`src/rtl/fcs_pkg.sv`:
```
// Shared types, sizes and codes for the counting semaphore unit.
package fcs_pkg;

    // Queue depth, token counter width and priority width
    localparam int MAX_WAITERS   = 16;
    localparam int COUNT_BITS    = 16;
    localparam int PRIORITY_BITS = 8;

    // Fixed field widths
    localparam int TASK_ID_BITS = 4;
    localparam int CFG_BITS     = 16;

    // Derived sizes
    localparam int PTR_BITS  = (MAX_WAITERS > 1) ? $clog2(MAX_WAITERS) : 1;
    localparam int FILL_BITS = $clog2(MAX_WAITERS + 1);

    // Stream payload widths, padded to whole bytes
    localparam int IN_FIELD_BITS  = TASK_ID_BITS + PRIORITY_BITS + 1;
    localparam int IN_DATA_BITS   = ((IN_FIELD_BITS + 7) / 8) * 8;
    localparam int OUT_FIELD_BITS = TASK_ID_BITS + 6;
    localparam int OUT_DATA_BITS  = ((OUT_FIELD_BITS + 7) / 8) * 8;

    // Operation selector carried on the request side
    typedef enum logic {
        OP_WAIT = 1'b0,
        OP_POST = 1'b1
    } fcs_opcode_t;

    // Error codes
    typedef enum logic [1:0] {
        ERR_NONE       = 2'd0,
        ERR_QUEUE_FULL = 2'd1,
        ERR_COUNT_SAT  = 2'd2
    } fcs_error_t;

    // Engine sequencing
    typedef enum logic {
        ST_IDLE = 1'b0,
        ST_EXEC = 1'b1
    } fcs_state_t;

    // One wait queue entry
    typedef struct packed {
        logic [PRIORITY_BITS-1:0] prio;
        logic [TASK_ID_BITS-1:0]  id;
    } fcs_entry_t;

    localparam int ENTRY_BITS = $bits(fcs_entry_t);

    // One result, granted in the lowest bit
    typedef struct packed {
        fcs_error_t              error;
        logic                    switch_request;
        logic [TASK_ID_BITS-1:0] woken_task;
        logic                    woke_valid;
        logic                    blocked;
        logic                    granted;
    } fcs_result_t;

    // Engine to output register
    typedef struct packed {
        logic        load;
        fcs_result_t result;
    } fcs_out_req_t;

endpackage

```
`src/rtl/fcs_ram.sv`:
```
// Generic single-write, single-read RAM with registered read data.
module fcs_ram #(
    parameter int WIDTH = 8,
    parameter int DEPTH = 16
) (
    input  logic                                       clk,
    input  logic                                       we,
    input  logic [((DEPTH > 1) ? $clog2(DEPTH) : 1)-1:0] waddr,
    input  logic [WIDTH-1:0]                           wdata,
    input  logic                                       re,
    input  logic [((DEPTH > 1) ? $clog2(DEPTH) : 1)-1:0] raddr,
    output logic [WIDTH-1:0]                           rdata
);

    logic [WIDTH-1:0] mem [DEPTH];
    logic [WIDTH-1:0] rdata_reg;

    // Write port
    always_ff @(posedge clk)
    begin
        if (we)
        begin
            mem[waddr] <= wdata;
        end
    end

    // Registered read port
    always_ff @(posedge clk)
    begin
        if (re)
        begin
            rdata_reg <= mem[raddr];
        end
    end

    assign rdata = rdata_reg;

endmodule

```
`src/rtl/fcs_engine.sv`:
```
// Semaphore engine: token counter, queue pointers and the read-modify-write sequence.
module fcs_engine (
    input  logic                                 clk,
    input  logic                                 rst_n,
    // configuration
    input  logic                                 cfg_we,
    input  logic [fcs_pkg::CFG_BITS-1:0]         cfg_data,
    // request side
    input  logic                                 req_valid,
    output logic                                 req_ready,
    input  fcs_pkg::fcs_opcode_t                 req_opcode,
    input  logic [fcs_pkg::TASK_ID_BITS-1:0]     req_task_id,
    input  logic [fcs_pkg::PRIORITY_BITS-1:0]    req_prio,
    input  logic                                 req_present,
    // output register
    input  logic                                 out_free,
    output fcs_pkg::fcs_out_req_t                out_req,
    // queue memory
    output logic                                 mem_we,
    output logic [fcs_pkg::PTR_BITS-1:0]         mem_waddr,
    output fcs_pkg::fcs_entry_t                  mem_wdata,
    output logic                                 mem_re,
    output logic [fcs_pkg::PTR_BITS-1:0]         mem_raddr,
    input  fcs_pkg::fcs_entry_t                  mem_rdata
);

    fcs_pkg::fcs_state_t                  state_reg, state_next;
    logic [fcs_pkg::COUNT_BITS-1:0]       count_reg, count_next;
    logic [fcs_pkg::PTR_BITS-1:0]         head_reg, head_next;
    logic [fcs_pkg::PTR_BITS-1:0]         tail_reg, tail_next;
    logic [fcs_pkg::FILL_BITS-1:0]        fill_reg, fill_next;

    // Captured request
    fcs_pkg::fcs_opcode_t                 op_reg;
    logic [fcs_pkg::TASK_ID_BITS-1:0]     id_reg;
    logic [fcs_pkg::PRIORITY_BITS-1:0]    prio_reg;
    logic                                 present_reg;

    logic                                 accept;
    logic                                 queue_full;
    logic                                 queue_empty;
    logic                                 count_zero;
    logic                                 count_max;
    logic [fcs_pkg::PTR_BITS-1:0]         head_inc;
    logic [fcs_pkg::PTR_BITS-1:0]         tail_inc;
    fcs_pkg::fcs_result_t                 result;

    assign req_ready   = (state_reg == fcs_pkg::ST_IDLE);
    assign accept      = req_valid && req_ready;
    assign queue_full  = (fill_reg == fcs_pkg::FILL_BITS'(fcs_pkg::MAX_WAITERS));
    assign queue_empty = (fill_reg == '0);
    assign count_zero  = (count_reg == '0);
    assign count_max   = (count_reg == '1);

    // Ring pointer advance with wrap
    assign head_inc = (head_reg == fcs_pkg::PTR_BITS'(fcs_pkg::MAX_WAITERS - 1))
                      ? '0 : head_reg + 1'b1;
    assign tail_inc = (tail_reg == fcs_pkg::PTR_BITS'(fcs_pkg::MAX_WAITERS - 1))
                      ? '0 : tail_reg + 1'b1;

    // Fetch the front entry as the request is taken
    assign mem_re    = accept;
    assign mem_raddr = head_reg;
    assign mem_waddr = tail_reg;
    assign mem_wdata = '{prio: prio_reg, id: id_reg};

    // Capture the request
    always_ff @(posedge clk)
    begin
        if (accept)
        begin
            op_reg      <= req_opcode;
            id_reg      <= req_task_id;
            prio_reg    <= req_prio;
            present_reg <= req_present;
        end
    end

    // Control state
    always_ff @(posedge clk or negedge rst_n)
    begin
        if (!rst_n)
        begin
            state_reg <= fcs_pkg::ST_IDLE;
            count_reg <= '0;
            head_reg  <= '0;
            tail_reg  <= '0;
            fill_reg  <= '0;
        end
        else
        begin
            state_reg <= state_next;
            count_reg <= count_next;
            head_reg  <= head_next;
            tail_reg  <= tail_next;
            fill_reg  <= fill_next;
        end
    end

    // Next state, counter and queue update
    always_comb
    begin
        state_next = state_reg;
        count_next = count_reg;
        head_next  = head_reg;
        tail_next  = tail_reg;
        fill_next  = fill_reg;
        mem_we     = 1'b0;
        result     = '0;
        out_req    = '0;

        unique case (state_reg)
            fcs_pkg::ST_IDLE:
            begin
                if (accept)
                begin
                    state_next = fcs_pkg::ST_EXEC;
                end
            end
            fcs_pkg::ST_EXEC:
            begin
                // Work out the result from the captured request and the front entry
                if (op_reg == fcs_pkg::OP_WAIT)
                begin
                    if (!count_zero)
                    begin
                        result.granted = 1'b1;
                    end
                    else if (queue_full)
                    begin
                        result.error = fcs_pkg::ERR_QUEUE_FULL;
                    end
                    else
                    begin
                        result.blocked        = 1'b1;
                        result.switch_request = 1'b1;
                    end
                end
                else
                begin
                    if (!queue_empty)
                    begin
                        result.woke_valid     = 1'b1;
                        result.woken_task     = mem_rdata.id;
                        result.switch_request = !present_reg || (mem_rdata.prio < prio_reg);
                    end
                    else if (count_max)
                    begin
                        result.error = fcs_pkg::ERR_COUNT_SAT;
                    end
                end

                // Commit once the output register can take the result
                if (out_free)
                begin
                    out_req.load   = 1'b1;
                    out_req.result = result;
                    state_next     = fcs_pkg::ST_IDLE;
                    if (result.granted)
                    begin
                        count_next = count_reg - 1'b1;
                    end
                    if (result.blocked)
                    begin
                        mem_we    = 1'b1;
                        tail_next = tail_inc;
                        fill_next = fill_reg + 1'b1;
                    end
                    if (result.woke_valid)
                    begin
                        head_next = head_inc;
                        fill_next = fill_reg - 1'b1;
                    end
                    if (op_reg == fcs_pkg::OP_POST && queue_empty && !count_max)
                    begin
                        count_next = count_reg + 1'b1;
                    end
                end
            end
            default:
            begin
                state_next = fcs_pkg::ST_IDLE;
            end
        endcase

        // Reload the count and empty the queue
        if (cfg_we)
        begin
            count_next = fcs_pkg::COUNT_BITS'(cfg_data);
            head_next  = '0;
            tail_next  = '0;
            fill_next  = '0;
        end
    end

endmodule

```
`src/rtl/fcs_out_reg.sv`:
```
// Result output register: holds one result until the consumer takes it.
module fcs_out_reg (
    input  logic                                 clk,
    input  logic                                 rst_n,
    input  fcs_pkg::fcs_out_req_t                out_req,
    output logic                                 out_free,
    output logic                                 m_tvalid,
    input  logic                                 m_tready,
    output logic [fcs_pkg::OUT_DATA_BITS-1:0]    m_tdata
);

    logic                 valid_reg, valid_next;
    fcs_pkg::fcs_result_t data_reg;

    assign out_free = !valid_reg || m_tready;

    // Hold valid until taken, set on load
    always_comb
    begin
        valid_next = valid_reg;
        if (out_req.load)
        begin
            valid_next = 1'b1;
        end
        else if (m_tready)
        begin
            valid_next = 1'b0;
        end
    end

    always_ff @(posedge clk or negedge rst_n)
    begin
        if (!rst_n)
        begin
            valid_reg <= 1'b0;
        end
        else
        begin
            valid_reg <= valid_next;
        end
    end

    // Payload
    always_ff @(posedge clk)
    begin
        if (out_req.load)
        begin
            data_reg <= out_req.result;
        end
    end

    assign m_tvalid = valid_reg;
    assign m_tdata  = fcs_pkg::OUT_DATA_BITS'(data_reg);

endmodule

```
`src/rtl/fifo_counting_semaphore_unit.sv`:
```
// Top level of the counting semaphore with a first-in first-out wait queue.
//
// Each request passes a take step and an execute step. In the first, the
// request is taken and the queue memory reads the front entry of the wait
// queue into its read register. In the second, once the output register is
// free, the token count and queue pointers are updated, a blocked caller is
// written at the queue tail and the result is loaded into the output
// register. A new request is taken while a finished result still waits
// there, but not before the last one is done. A write on the configuration
// port reloads the token count and empties the wait queue at once; it is
// meant to happen only while no request is in flight.
module fifo_counting_semaphore_unit (
    input  logic                                 clk,
    input  logic                                 rst_n,
    // configuration: reload value for the token count
    input  logic                                 cfg_we,
    input  logic [fcs_pkg::CFG_BITS-1:0]         cfg_data,
    // request stream
    input  logic                                 s_tvalid,
    output logic                                 s_tready,
    // bits from low: task_id, task_priority, current_present, zero pad
    input  logic [fcs_pkg::IN_DATA_BITS-1:0]     s_tdata,
    // bits from low: opcode
    input  logic                                 s_tuser,
    // result stream
    output logic                                 m_tvalid,
    input  logic                                 m_tready,
    // bits from low: granted, blocked, woke_valid, woken_task, switch_request,
    // error, zero pad
    output logic [fcs_pkg::OUT_DATA_BITS-1:0]    m_tdata
);

    localparam int PRIO_LO    = fcs_pkg::TASK_ID_BITS;
    localparam int PRESENT_AT = fcs_pkg::TASK_ID_BITS + fcs_pkg::PRIORITY_BITS;

    fcs_pkg::fcs_out_req_t                out_req;
    logic                                 out_free;
    logic                                 mem_we;
    logic                                 mem_re;
    logic [fcs_pkg::PTR_BITS-1:0]         mem_waddr;
    logic [fcs_pkg::PTR_BITS-1:0]         mem_raddr;
    fcs_pkg::fcs_entry_t                  mem_wdata;
    fcs_pkg::fcs_entry_t                  mem_rdata;
    logic [fcs_pkg::ENTRY_BITS-1:0]       mem_rdata_raw;

    assign mem_rdata = fcs_pkg::fcs_entry_t'(mem_rdata_raw);

    // Counter, pointers and sequencing
    fcs_engine u_engine (
        .clk         (clk),
        .rst_n       (rst_n),
        .cfg_we      (cfg_we),
        .cfg_data    (cfg_data),
        .req_valid   (s_tvalid),
        .req_ready   (s_tready),
        .req_opcode  (fcs_pkg::fcs_opcode_t'(s_tuser)),
        .req_task_id (s_tdata[fcs_pkg::TASK_ID_BITS-1:0]),
        .req_prio    (s_tdata[PRIO_LO +: fcs_pkg::PRIORITY_BITS]),
        .req_present (s_tdata[PRESENT_AT]),
        .out_free    (out_free),
        .out_req     (out_req),
        .mem_we      (mem_we),
        .mem_waddr   (mem_waddr),
        .mem_wdata   (mem_wdata),
        .mem_re      (mem_re),
        .mem_raddr   (mem_raddr),
        .mem_rdata   (mem_rdata)
    );

    // Wait queue entries
    fcs_ram #(
        .WIDTH (fcs_pkg::ENTRY_BITS),
        .DEPTH (fcs_pkg::MAX_WAITERS)
    ) u_queue_ram (
        .clk   (clk),
        .we    (mem_we),
        .waddr (mem_waddr),
        .wdata (mem_wdata),
        .re    (mem_re),
        .raddr (mem_raddr),
        .rdata (mem_rdata_raw)
    );

    // Result register
    fcs_out_reg u_out_reg (
        .clk      (clk),
        .rst_n    (rst_n),
        .out_req  (out_req),
        .out_free (out_free),
        .m_tvalid (m_tvalid),
        .m_tready (m_tready),
        .m_tdata  (m_tdata)
    );

endmodule
```
`config.mk`:
```
export PLATFORM = sky130hd
export DESIGN_NAME = fifo_counting_semaphore_unit
export DESIGN_NICKNAME = d
export VERILOG_FILES = /design/src/rtl/fcs_pkg.sv /design/src/rtl/fcs_ram.sv /design/src/rtl/fcs_engine.sv /design/src/rtl/fcs_out_reg.sv /design/src/rtl/fifo_counting_semaphore_unit.sv
export SDC_FILE = /design/constraint.sdc
export NUM_CORES = 1
export LEC_CHECK = 0
export BUFFER_PORTS_ARGS = -buffer_cell sky130_fd_sc_hd__buf_2
export CAP_MARGIN = 20
export CORE_ASPECT_RATIO = 1.1
export CORE_MARGIN = 2
export CORE_UTILIZATION = 60
export CTS_CLUSTER_DIAMETER = 50
export DETAILED_ROUTE_END_ITERATION = 12
export GPL_TIMING_DRIVEN = 0
export PLACE_DENSITY = 0.85
export SETUP_SLACK_MARGIN = 0.02
export SYNTH_ARGS = -nofsm -noshare
export SYNTH_HDL_FRONTEND = slang
export SYNTH_SLANG_ARGS = --single-unit
```
`constraint.sdc`:
```
create_clock -name clk -period 6.3 [get_ports clk]
set_clock_uncertainty 0.05 [all_clocks]
set_input_delay 1.575 -clock clk [delete_from_list [all_inputs] [get_ports clk]]
set_output_delay 1.575 -clock clk [all_outputs]
set_load 0.02 [all_outputs]
```
==> metrics.csv, run 1 <==
stage,metric,value,unit
flow_run,drv_cap,0,
yosys,async_flop_share,12.0,%
critical_path,path_class,reg -> reg,
finish,fill_cells,1183,
finish,ff_latch_area,7620,sq um
clock_tree,insertion_delay,560,ps
run_status,outcome,"finished, final reports clean",
yosys,synth_xor_area_share,0.848,%
die,core_area,18500,sq um
finish,final_util,70.5,%
timing,finalHoldViolCount,0,
timing,min_period_over_period,63.9,%
finish,multi_input_comb_area,3480,sq um
yosys,synth.cell_area,11400,sq um
finish,insertedDiodeCount,0,
timing,period_minus_slack,4020,ps
placement,dp_slack,2020,ps
yosys,synth-seq-area-share,67.1,%
placement,placed_cells,1074,
timing,maxSlewViolCount,0,
timing,rsz0062_at_grt,false,
die,num_io_pins,56,
hold_path,hold_depth,1,
routing,dr.first_iter.drc_count,667,
routing,vias,7071,
finish,area_growth,14.6,%
timing,slew_headroom,41.4,%
timing,setup_tns,0,ps
timing,max_freq,249,MHz
power,power.density,349,nW/um^2
yosys,synth-main-ff-cell,edfxtp_1,
finish,num-nets-final,937,
yosys,synth_mux_area_share,9.29,%
routing,wl,25.2,mm
timing,finalSetupViolCount,0,
clock_tree,cts_root_buf,clkbuf_16,
yosys,yosysWarnings,0,
yosys,synth_edf_count,228,
clock_tree,htreeDepth,1,
power,total_leakage_power,0.00463,uW
die,dieArea,20100,sq um
yosys,synthAdderAreaFrac,3.76,%
clock_tree,cts_hold_buf,0,
grt,grtUsageTotal,25.5,%
grt,grt_pass1_vias,7098,
critical_path,crit_path_end_kind,register,
routing,wl_per_cell,22.3,um
yosys,yosysMostFrequentCell,edfxtp_1,
finish,drive_gt1_share,20.0,%
grt,grt_pass1_wl,38.8,mm
critical_path,critPathLaunchType,register,
yosys,synth_compound_area_share,8.56,%
clock_tree,cts_num_sinks,259,
hold_path,hold_path.class,reg -> reg,
critical_path,worstPathMaxFanout,16,
yosys,synth_top_area_share,60.2,%
clock_tree,cts-resized-gates,0,
finish,fin_cells,1130,
finish,largest_reg_flops,192,
routing,vias_per_cell,6.26,
yosys,synth.area.top_cells,"edfxtp_1 60%, dfrtp_1 6.8%, mux4_2 4.8%",
clock_tree,cts_buffer_depth,3,
timing,tightestPinTransition,879,ps
clock_tree,cts_setup_buffers,0,
grt,globalRouteOverflowTotal,0,
power,ir_drop,0.295,mV
routing,drt_first_pass_iters,5,
critical_path,arrival,4400,ps
routing,ant_nets,0,
yosys,yosys.area.top_type,edfxtp_1,
grt,antenna_found_initial,0,
placement,io_buffers,46,
die,row_count,52,
yosys,synth_common_cells,"228 x edfxtp_1, 47 x nand2_1, 45 x nor2_1",
die,floorplan.die.width,135,um
clock_tree,cts.clk_slew.worst_paths,60,ps
placement,globalplace.congestion,0.919,
die,die_y,148,um
yosys,synth_cell_types,64,
yosys,synth_cells,767,
placement,post-dp-hpwl,16.4,mm
clock_tree,cts_tree,built,
routing,drc,0,
critical_path,crit_required,6680,ps
die,start_util,61.5,%
timing,fin_ws,2280,ps
yosys,synth-simple-area-share,7.73,%
yosys,synth_top_family_by_area,multiplexers,
critical_path,ff2ff_path_depth,13,
yosys,syn_area_per_cell,14.8,sq um
timing,timing.hold.ws,466,ps
clock_tree,numCtsBuffers,28,
yosys,ys_seq_elements,259,
grt,grt_max_degree,32,
-- worst max-delay path, stage by stage, from the launching register on --
cell and delay [ps]:
dfrtp_1 440, nand4_1 160, nor4_2 430, and3b_1 240, buf_6 140, inv_1 460
ha_1 290, nor2b_1 200, o21ai_0 120, a21boi_0 420, o31a_1 240, o21ai_0 150
and4b_1 220, or3_1 360
-- cell type report --
cell class / count / area share (%)
Clock buffer: 32 / 5.65
Multi-Input combinational cell: 446 / 26.7
Inverter: 24 / 0.692
Buffer: 43 / 1.67
Timing Repair Buffer: 64 / 3.13
Clock inverter: 19 / 1.27
Tap cell: 243 / 2.33
Sequential cell: 259 / 58.5
-- path summary, 6_finish.rpt --
kind                                  startpoint                      to  slack [ps]
setup / recovery           u_engine.count_reg[7]  u_engine.count_reg[12]        2280
hold / removal              u_queue_ram.rdata[2]    u_out_reg.m_tdata[5]         470
setup reg to reg           u_engine.count_reg[7]  u_engine.count_reg[12]        2280
hold reg to reg             u_queue_ram.rdata[2]    u_out_reg.m_tdata[5]         470
max in group asynchronous                  rst_n    u_engine.fill_reg[4]        4680
min in group asynchronous                  rst_n   u_engine.count_reg[6]        1040
-- cell families (layout without fill, tap and decap cells) --
kind of cell               count (synthesis)  in the layout
DFF                                      259            259
adders and majority gates                 33             33
other                                      1              6
xor gates and xnor gates                  11             11
buffers and inverters                     67            182
and+or+nand+nor                          172            172
muxes                                     74             74
AOI/OAI and AO/OA                        150            150
-- metrics by stage --
step | instance area (sq um) | total power (uW)
floorplan | 11400 | 2740
global placement | 11900 | 2940
detailed placement | 12100 | 2990
CTS | 13000 | 4540
global route | 13000 | 4720
finish | 13000 | 4550
-- metal layers --
layer  GRT usage [%]  part of all wire, %  routed length [um]  vias to the layer above
met1            32.5                   39                9800                     3489
li1                -                    -                   -                     3160
met3            4.60                  7.4                1860                       77
met5               0                    0                   0                        -
met4            8.96                  3.6                 913                        0
met2            44.1                   50               12700                      345
-- placed cells by master, fill, tap and decap left out, types with 11 or more instances in the layout --
cell / Yosys / final
a21oi_1: 40 / 40
a21o_1: 11 / 11
mux2_2: 12 / 12
nand2_1: 47 / 47
a22oi_1: 15 / 15
a221oi_1: 12 / 12
clkbuf_1: 24 / 26
buf_2: 9 / 55
ha_1: 31 / 31
mux4_2: 24 / 24
buf_4: 6 / 16
nor2_1: 45 / 45
inv_1: 23 / 23
mux2i_1: 38 / 38
o21ai_0: 38 / 38
edfxtp_1: 228 / 228
clkbuf_16: 0 / 28
dfrtp_1: 31 / 31
-- where the power goes --
part,total [uW],internal (uW),switching [uW]
Clock,1580,889,688
Combinational,821,327,494
Sequential,2150,2020,124
No activity file was read; power rests on OpenSTA's default activity.
==> inputs of run 2 (changes only) <==
==> constraint.sdc (replaced) <==
create_clock -name clk -period 3.9 [get_ports clk]
set_clock_uncertainty 0.05 [all_clocks]
set_input_delay 0.975 -clock clk [delete_from_list [all_inputs] [get_ports clk]]
set_output_delay 0.975 -clock clk [all_outputs]
set_load 0.02 [all_outputs]
==> run 2 against run 1 <==
Compared with the run above:
- sequential cell count unchanged
- worst hold slack lost 27 ps
- worst setup slack got worse by 2100 ps
- global-route usage barely moved
- sequential power up 61%
- combinational power is 66% higher
- critical path type unchanged
- largest cell class unchanged
- largest power group unchanged
- highest routed layer unchanged
==> metrics.csv, run 2 (synthesis results as in run 1) <==
stage,metric,value,unit,change
timing,max_freq,267,MHz,was 249 MHz
finish,final_util,70.8,%,was 70.5%
timing,tightestPinTransition,899,ps,was 879 ps
hold_path,hold_path.class,in -> async,,was reg -> reg
finish,area_growth,15.0,%,was 14.6%
critical_path,reg2reg_from,u_engine.fill_reg[1],,was u_engine.count_reg[7]
clock_tree,cts_root_buf,clkbuf_16,,unchanged
grt,globalRouteOverflowTotal,0,,unchanged
finish,num-nets-final,941,,was 937
finish,insertedDiodeCount,0,,unchanged
finish,multi_input_comb_area,3490,sq um,was 3480 sq um
timing,rsz0062_at_grt,false,,unchanged
grt,grt_pass1_wl,38.8,mm,about the same
finish,layout_commonest_cell,edfxtp_1,,unchanged
power,total_leakage_power,0.00465,uW,was 0.00463 uW
routing,wl,25.2,mm,about the same
die,dieArea,20100,sq um,unchanged
timing,setup_tns,0,ps,unchanged
power,power.density,564,nW/um^2,was 349 nW/um^2
critical_path,ff2ff_path_depth,14,,was 13
critical_path,cp_num_buf_inv,3,,was 2
finish,largest_reg_flops,192,,unchanged
critical_path,crit_path_end_kind,register,,unchanged
clock_tree,cts.clk_slew.worst_paths,60,ps,about the same
timing,slew_headroom,40.1,%,was 41.4%
routing,vias_per_cell,6.26,,about the same
clock_tree,cts_tree,built,,unchanged
clock_tree,insertion_delay,560,ps,about the same
finish,ff_latch_area,7620,sq um,unchanged
critical_path,cpMostUsedCell,a21oi_1,,was o21ai_0
placement,dpl-instance-area,12100,sq um,unchanged
routing,wl_per_cell,22.2,um,was 22.3 um
critical_path,worstSetupStartpoint,u_engine.fill_reg[1],,was u_engine.count_reg[7]
routing,drt_first_pass_iters,5,,unchanged
critical_path,cp.depth,14,,was 13
critical_path,critPathSlowestCell,or4_4,,was inv_1
placement,post-dp-hpwl,16.4,mm,unchanged
timing,finalHoldViolCount,0,,unchanged
timing,finalSetupViolCount,0,,unchanged
die,floorplan.die.width,135,um,unchanged
die,core_area,18500,sq um,unchanged
clock_tree,cts_hold_buf,0,,unchanged
placement,io_buffers,46,,unchanged
finish,mostFrequentLayoutCells,"228 x edfxtp_1, 55 x buf_2, 47 x nand2_1",,unchanged
die,row_count,52,,unchanged
finish,fill_cells,1172,,was 1183
placement,placed_cells,1074,,unchanged
critical_path,critPathTopFamily,compound AO/OA/AOI/OAI gates,,was simple AND/OR/NAND/NOR gates
clock_tree,numCtsBuffers,28,,unchanged
clock_tree,cts_num_sinks,259,,unchanged
critical_path,critPathLaunchType,register,,unchanged
critical_path,worstPathMaxFanout,8,,was 16
critical_path,arrival,4120,ps,was 4400 ps
placement,globalplace.congestion,0.919,,unchanged
routing,ant_nets,0,,unchanged
flow_run,drv_cap,0,,unchanged
power,power,7380,uW,was 4550 uW
critical_path,crit_required,4270,ps,was 6680 ps
clock_tree,htreeDepth,1,,unchanged
grt,antenna_found_initial,0,,unchanged
power,ir_drop,0.476,mV,was 0.295 mV
timing,maxSlewViolCount,0,,unchanged
grt,grt_pass1_vias,7131,,was 7098
run_status,outcome,"finished, final reports clean",,unchanged
timing,period_minus_slack,3750,ps,was 4020 ps
die,start_util,61.5,%,unchanged
finish,drive_gt1_share,20.5,%,was 20.0%
routing,dr.first_iter.drc_count,715,,was 667
routing,vias,7102,,was 7071
grt,grtUsageTotal,25.5,%,about the same
clock_tree,cts_buffer_depth,3,,unchanged
finish,final_cell_area,13100,sq um,was 13000 sq um
timing,min_period_over_period,96.1,%,was 63.9%
finish,fin_cells,1134,,was 1130
die,num_io_pins,56,,unchanged
die,die_y,148,um,unchanged
critical_path,cp_slowest_stage_delay,560,ps,was 460 ps
grt,grt_max_degree,32,,unchanged
critical_path,path_class,reg -> reg,,unchanged
routing,drc,0,,unchanged
critical_path,crit_chain,or4_4 -> nor2_2 -> and3b_1 -> buf_6 -> clkinvlp_4 -> buf_12 -> ha_1 -> a21oi_1 -> nor2_1 -> o41ai_1 -> a21oi_1 -> a2bb2oi_1 -> a311oi_1 -> nand2_1,,was nand4_1 -> nor4_2 -> and3b_1 -> buf_6 -> inv_1 -> ha_1 -> nor2b_1 -> o21ai_0 -> a21boi_0 -> o31a_1 -> o21ai_0 -> and4b_1 -> or3_1
run 2: power by group:
group	switching, uW	leakage (uW)	internal [uW]
sequential	197	0.00246	3270
combinational	811	0.00176	553
clock	1110	0.000430	1440
total	2120	0.00465	5260
run 2: area by class of cell:
class                      instances  share of cell area [%]
sequential                       259                    58.3
clock buffer                      32                    5.63
timing repair buffer              68                    3.44
clock inverter                    19                    1.26
inverter                          24                   0.718
multi-input combinational        446                    26.7
tap                              243                    2.33
buffer                            43                    1.67
run 2: final timing paths:
check | endpoint | slack, ps
hold / removal | u_engine.count_reg[11] | 440
min in group clk | u_out_reg.m_tdata[5] | 470
setup reg to reg | u_engine.count_reg[15] | 150
max in group asynchronous | u_engine.fill_reg[4] | 2880
setup / recovery | u_engine.count_reg[15] | 150
hold reg to reg | u_out_reg.m_tdata[5] | 470
run 2: through the flow:
stage | setup slack (ps) | hold slack (ps)
after CTS | 232 | 463
after global placement | -412 | 438
after global routing | 27.0 | 489
final | 152 | 439
after floorplan | 438 | 447
after detailed placement | -34.8 | 452
run 2: what timing repair did:
action	CTS	global route
resized for setup	2	1
buffers inserted	4	0
endpoints found under the setup margin	2	1
run 2: per-layer routing:
layer	share of wire [%]	wire (um)	up-vias	GRT usage, %
met5	0	0	-	0
met2	50	12600	379	43.9
met3	7.7	1930	91	4.64
met1	38	9660	3462	32.5
met4	4.0	1000	0	9.48
li1	-	-	3170	-
==> inputs of run 3 (changes only) <==
--- a/config.mk
+++ b/config.mk
@@ -10,10 +10,12 @@
 export CORE_ASPECT_RATIO = 1.1
 export CORE_MARGIN = 2
 export CORE_UTILIZATION = 60
+export CTS_BUF_LIST = sky130_fd_sc_hd__clkbuf_8
 export CTS_CLUSTER_DIAMETER = 50
 export DETAILED_ROUTE_END_ITERATION = 12
 export GPL_TIMING_DRIVEN = 0
 export PLACE_DENSITY = 0.85
+export RECOVER_POWER = 50
 export SETUP_SLACK_MARGIN = 0.02
 export SYNTH_ARGS = -nofsm -noshare
 export SYNTH_HDL_FRONTEND = slang
==> run 3 against run 2 <==
Compared with the run above:
- the run now ends with capacitance limit, slew limit left
- sequential power about the same
- worst setup slack better by 28 ps
- die area unchanged
- sequential cell count unchanged
- worst hold slack better by 26 ps
- maximum frequency up 0.74%
- register-to-register slack better by 30 ps
- combinational power about the same
- largest cell class unchanged
==> metrics.csv, run 3 (synthesis results as in run 1) <==
stage,metric,value,unit,change
timing,fin_ws,179,ps,was 152 ps
power,power,7000,uW,was 7380 uW
clock_tree,cts_hold_buf,0,,unchanged
run_status,outcome,"finished, violations left",,"was finished, final reports clean"
finish,fill_cells,1222,,was 1172
routing,drc,0,,unchanged
placement,post-dp-hpwl,16.4,mm,unchanged
finish,ff_latch_area,7620,sq um,unchanged
power,ir_drop,0.377,mV,was 0.476 mV
grt,grt_pass1_vias,7179,,was 7131
die,die_y,148,um,unchanged
critical_path,reg2reg_from,u_engine.fill_reg[1],,unchanged
critical_path,worstPathMaxFanout,8,,unchanged
timing,rsz0062_at_grt,false,,unchanged
clock_tree,cts_buffer_depth,3,,unchanged
critical_path,endpoint,u_engine.count_reg[15],,unchanged
critical_path,critPathSlowestCell,or4_4,,unchanged
timing,max_freq,269,MHz,was 267 MHz
routing,vias_per_cell,6.16,,was 6.26
flow_run,drv_cap,2,,was 0
run_status,failed_checks,"capacitance limit, slew limit",,
finish,multi_input_comb_area,3470,sq um,was 3490 sq um
critical_path,arrival,4080,ps,was 4120 ps
routing,drt_first_pass_iters,7,,was 5
finish,layout_commonest_cell,edfxtp_1,,unchanged
clock_tree,cts_root_buf,clkbuf_8,,was clkbuf_16
critical_path,regToRegEndpoint,u_engine.count_reg[15],,unchanged
clock_tree,insertion_delay,540,ps,was 560 ps
timing,maxSlewViolCount,58,,was 0
critical_path,cpMostUsedCell,a21oi_1,,unchanged
power,total_leakage_power,0.00463,uW,was 0.00465 uW
timing,finalSetupViolCount,0,,unchanged
hold_path,hold_path.class,reg -> reg,,was in -> async
hold_path,hold_depth,1,,
finish,largest_reg_flops,192,,unchanged
routing,wl_per_cell,21.5,um,was 22.2 um
die,num_io_pins,56,,unchanged
timing,finalHoldViolCount,0,,unchanged
timing,min_period_over_period,95.4,%,was 96.1%
critical_path,crit_required,4250,ps,was 4270 ps
routing,dr.first_iter.drc_count,730,,was 715
routing,vias,7107,,was 7102
routing,wl,24.8,mm,was 25.2 mm
grt,globalRouteOverflowTotal,0,,unchanged
clock_tree,cts.clk_slew.worst_paths,60,ps,about the same
die,dieArea,20100,sq um,unchanged
timing,tightestPinTransition,1810,ps,was 899 ps
grt,grtUsageTotal,25.5,%,about the same
finish,drive_gt1_share,20.6,%,was 20.5%
clock_tree,cts_num_sinks,259,,unchanged
grt,antenna_found_initial,0,,unchanged
clock_tree,cts_tree,built,,unchanged
finish,mostFrequentLayoutCells,"228 x edfxtp_1, 53 x buf_2, 47 x nand2_1",,"was 228 x edfxtp_1, 55 x buf_2, 47 x nand2_1"
clock_tree,numCtsBuffers,42,,was 28
die,row_count,52,,unchanged
critical_path,crit_path_end_kind,register,,unchanged
finish,area_growth,13.5,%,was 15.0%
critical_path,crit_chain,or4_4 -> nor2_2 -> and3b_1 -> buf_6 -> clkinvlp_4 -> buf_4 -> ha_1 -> a21oi_1 -> nor2_1 -> o41ai_1 -> a21oi_1 -> a2bb2oi_1 -> a311oi_1 -> nand2_1,,was or4_4 -> nor2_2 -> and3b_1 -> buf_6 -> clkinvlp_4 -> buf_12 -> ha_1 -> a21oi_1 -> nor2_1 -> o41ai_1 -> a21oi_1 -> a2bb2oi_1 -> a311oi_1 -> nand2_1
timing,period_minus_slack,3720,ps,was 3750 ps
critical_path,ff2ff_path_depth,14,,unchanged
placement,dp_slack,-34.8,ps,unchanged
placement,io_buffers,46,,unchanged
finish,insertedDiodeCount,0,,unchanged
routing,ant_nets,0,,unchanged
critical_path,cp.depth,14,,unchanged
critical_path,critPathLaunchType,register,,unchanged
grt,grt_pass1_wl,38.4,mm,was 38.8 mm
critical_path,cp_slowest_stage_delay,560,ps,about the same
critical_path,worstSetupStartpoint,u_engine.fill_reg[1],,unchanged
die,core_area,18500,sq um,unchanged
die,floorplan.die.width,135,um,unchanged
power,power.density,543,nW/um^2,was 564 nW/um^2
clock_tree,htreeDepth,2,,was 1
finish,num-nets-final,955,,was 941
critical_path,cp_num_buf_inv,3,,unchanged
grt,grt_max_degree,32,,unchanged
placement,globalplace.congestion,0.919,,unchanged
timing,slew_headroom,-20.4,%,was 40.1%
critical_path,reg2reg_slack,180,ps,was 150 ps
critical_path,path_class,reg -> reg,,unchanged
critical_path,critPathTopFamily,compound AO/OA/AOI/OAI gates,,unchanged
die,start_util,61.5,%,unchanged
==> run 3: changes by cell type in the layout (fill, tap and decap cells not counted), moves of 2 or more <==
cell / previous run / this run
buf_12: 2 / 0
buf_2: 55 / 53
buf_4: 19 / 21
clkbuf_16: 28 / 0
clkbuf_8: 2 / 44
inv_1: 22 / 34
inv_6: 2 / 0
==> run 3: report_power, final <==
| part | internal [uW] | leakage [uW] | switching, uW | total, uW |
|---|---|---|---|---|
| sequential | 3270 | 0.00246 | 197 | 3470 |
| clock | 1170 | 0.000436 | 1030 | 2210 |
| combinational | 531 | 0.00173 | 797 | 1330 |
| total | 4980 | 0.00463 | 2030 | 7000 |
==> run 3: how the worst min path moves through the flow <==
stage                    startpoint                    end  slack (ps)
2_1_floorplan  u_queue_ram.rdata[0]   u_out_reg.m_tdata[3]         450
3_3_place_gp     u_out_reg.m_tvalid     u_out_reg.m_tvalid         440
3_5_place_dp   u_queue_ram.rdata[2]   u_out_reg.m_tdata[5]         450
4_1_cts                       rst_n  u_engine.count_reg[6]         460
5_1_grt        u_queue_ram.rdata[2]   u_out_reg.m_tdata[5]         500
6_report       u_queue_ram.rdata[2]   u_out_reg.m_tdata[5]         470
==> run 3: cell type report <==
class                   count  share of cell area [%]
flip-flops and latches    259                    59.1
multi-input cells         446                    26.9
clock buffers              44                    4.69
repair buffers             68                    3.22
well taps                 243                    2.36
plain buffers              43                    1.69
clock inverters            27                    1.32
inverters                  24                   0.727
==> run 3: metrics by stage <==
stage | util, % | setup TNS (ps) | hold WS (ps) | instance area [sq um] | cells
2_1_floorplan | - | 0 | 447 | 11400 | 772
3_3_place_gp | 64.5 | -17420 | 438 | 11900 | 1061
3_5_place_dp | 65.3 | -34.8 | 452 | 12100 | 1074
4_1_cts | 69.7 | 0 | 463 | 12900 | 1149
5_1_grt | 69.8 | 0 | 501 | 12900 | 1154
6_report | 69.8 | 0 | 466 | 12900 | 1154
==> run 3: timing repair <==
item | CTS | global route
hold endpoints to repair | 0 | 0
buffers inserted | 4 | 0
gates resized for setup | 2 | 0
endpoints found under the setup margin | 2 | 0
==> run 3: per-layer routing <==
layer / share of wire (%) / global-route usage, % / wire length (um) / up-vias
met5: 0 / 0 / 0 / -
met4: 3.1 / 10.6 / 764 / 0
met3: 8.0 / 4.74 / 1970 / 62
met2: 50 / 43.0 / 12400 / 346
met1: 39 / 32.8 / 9700 / 3508
li1: - / - / - / 3191
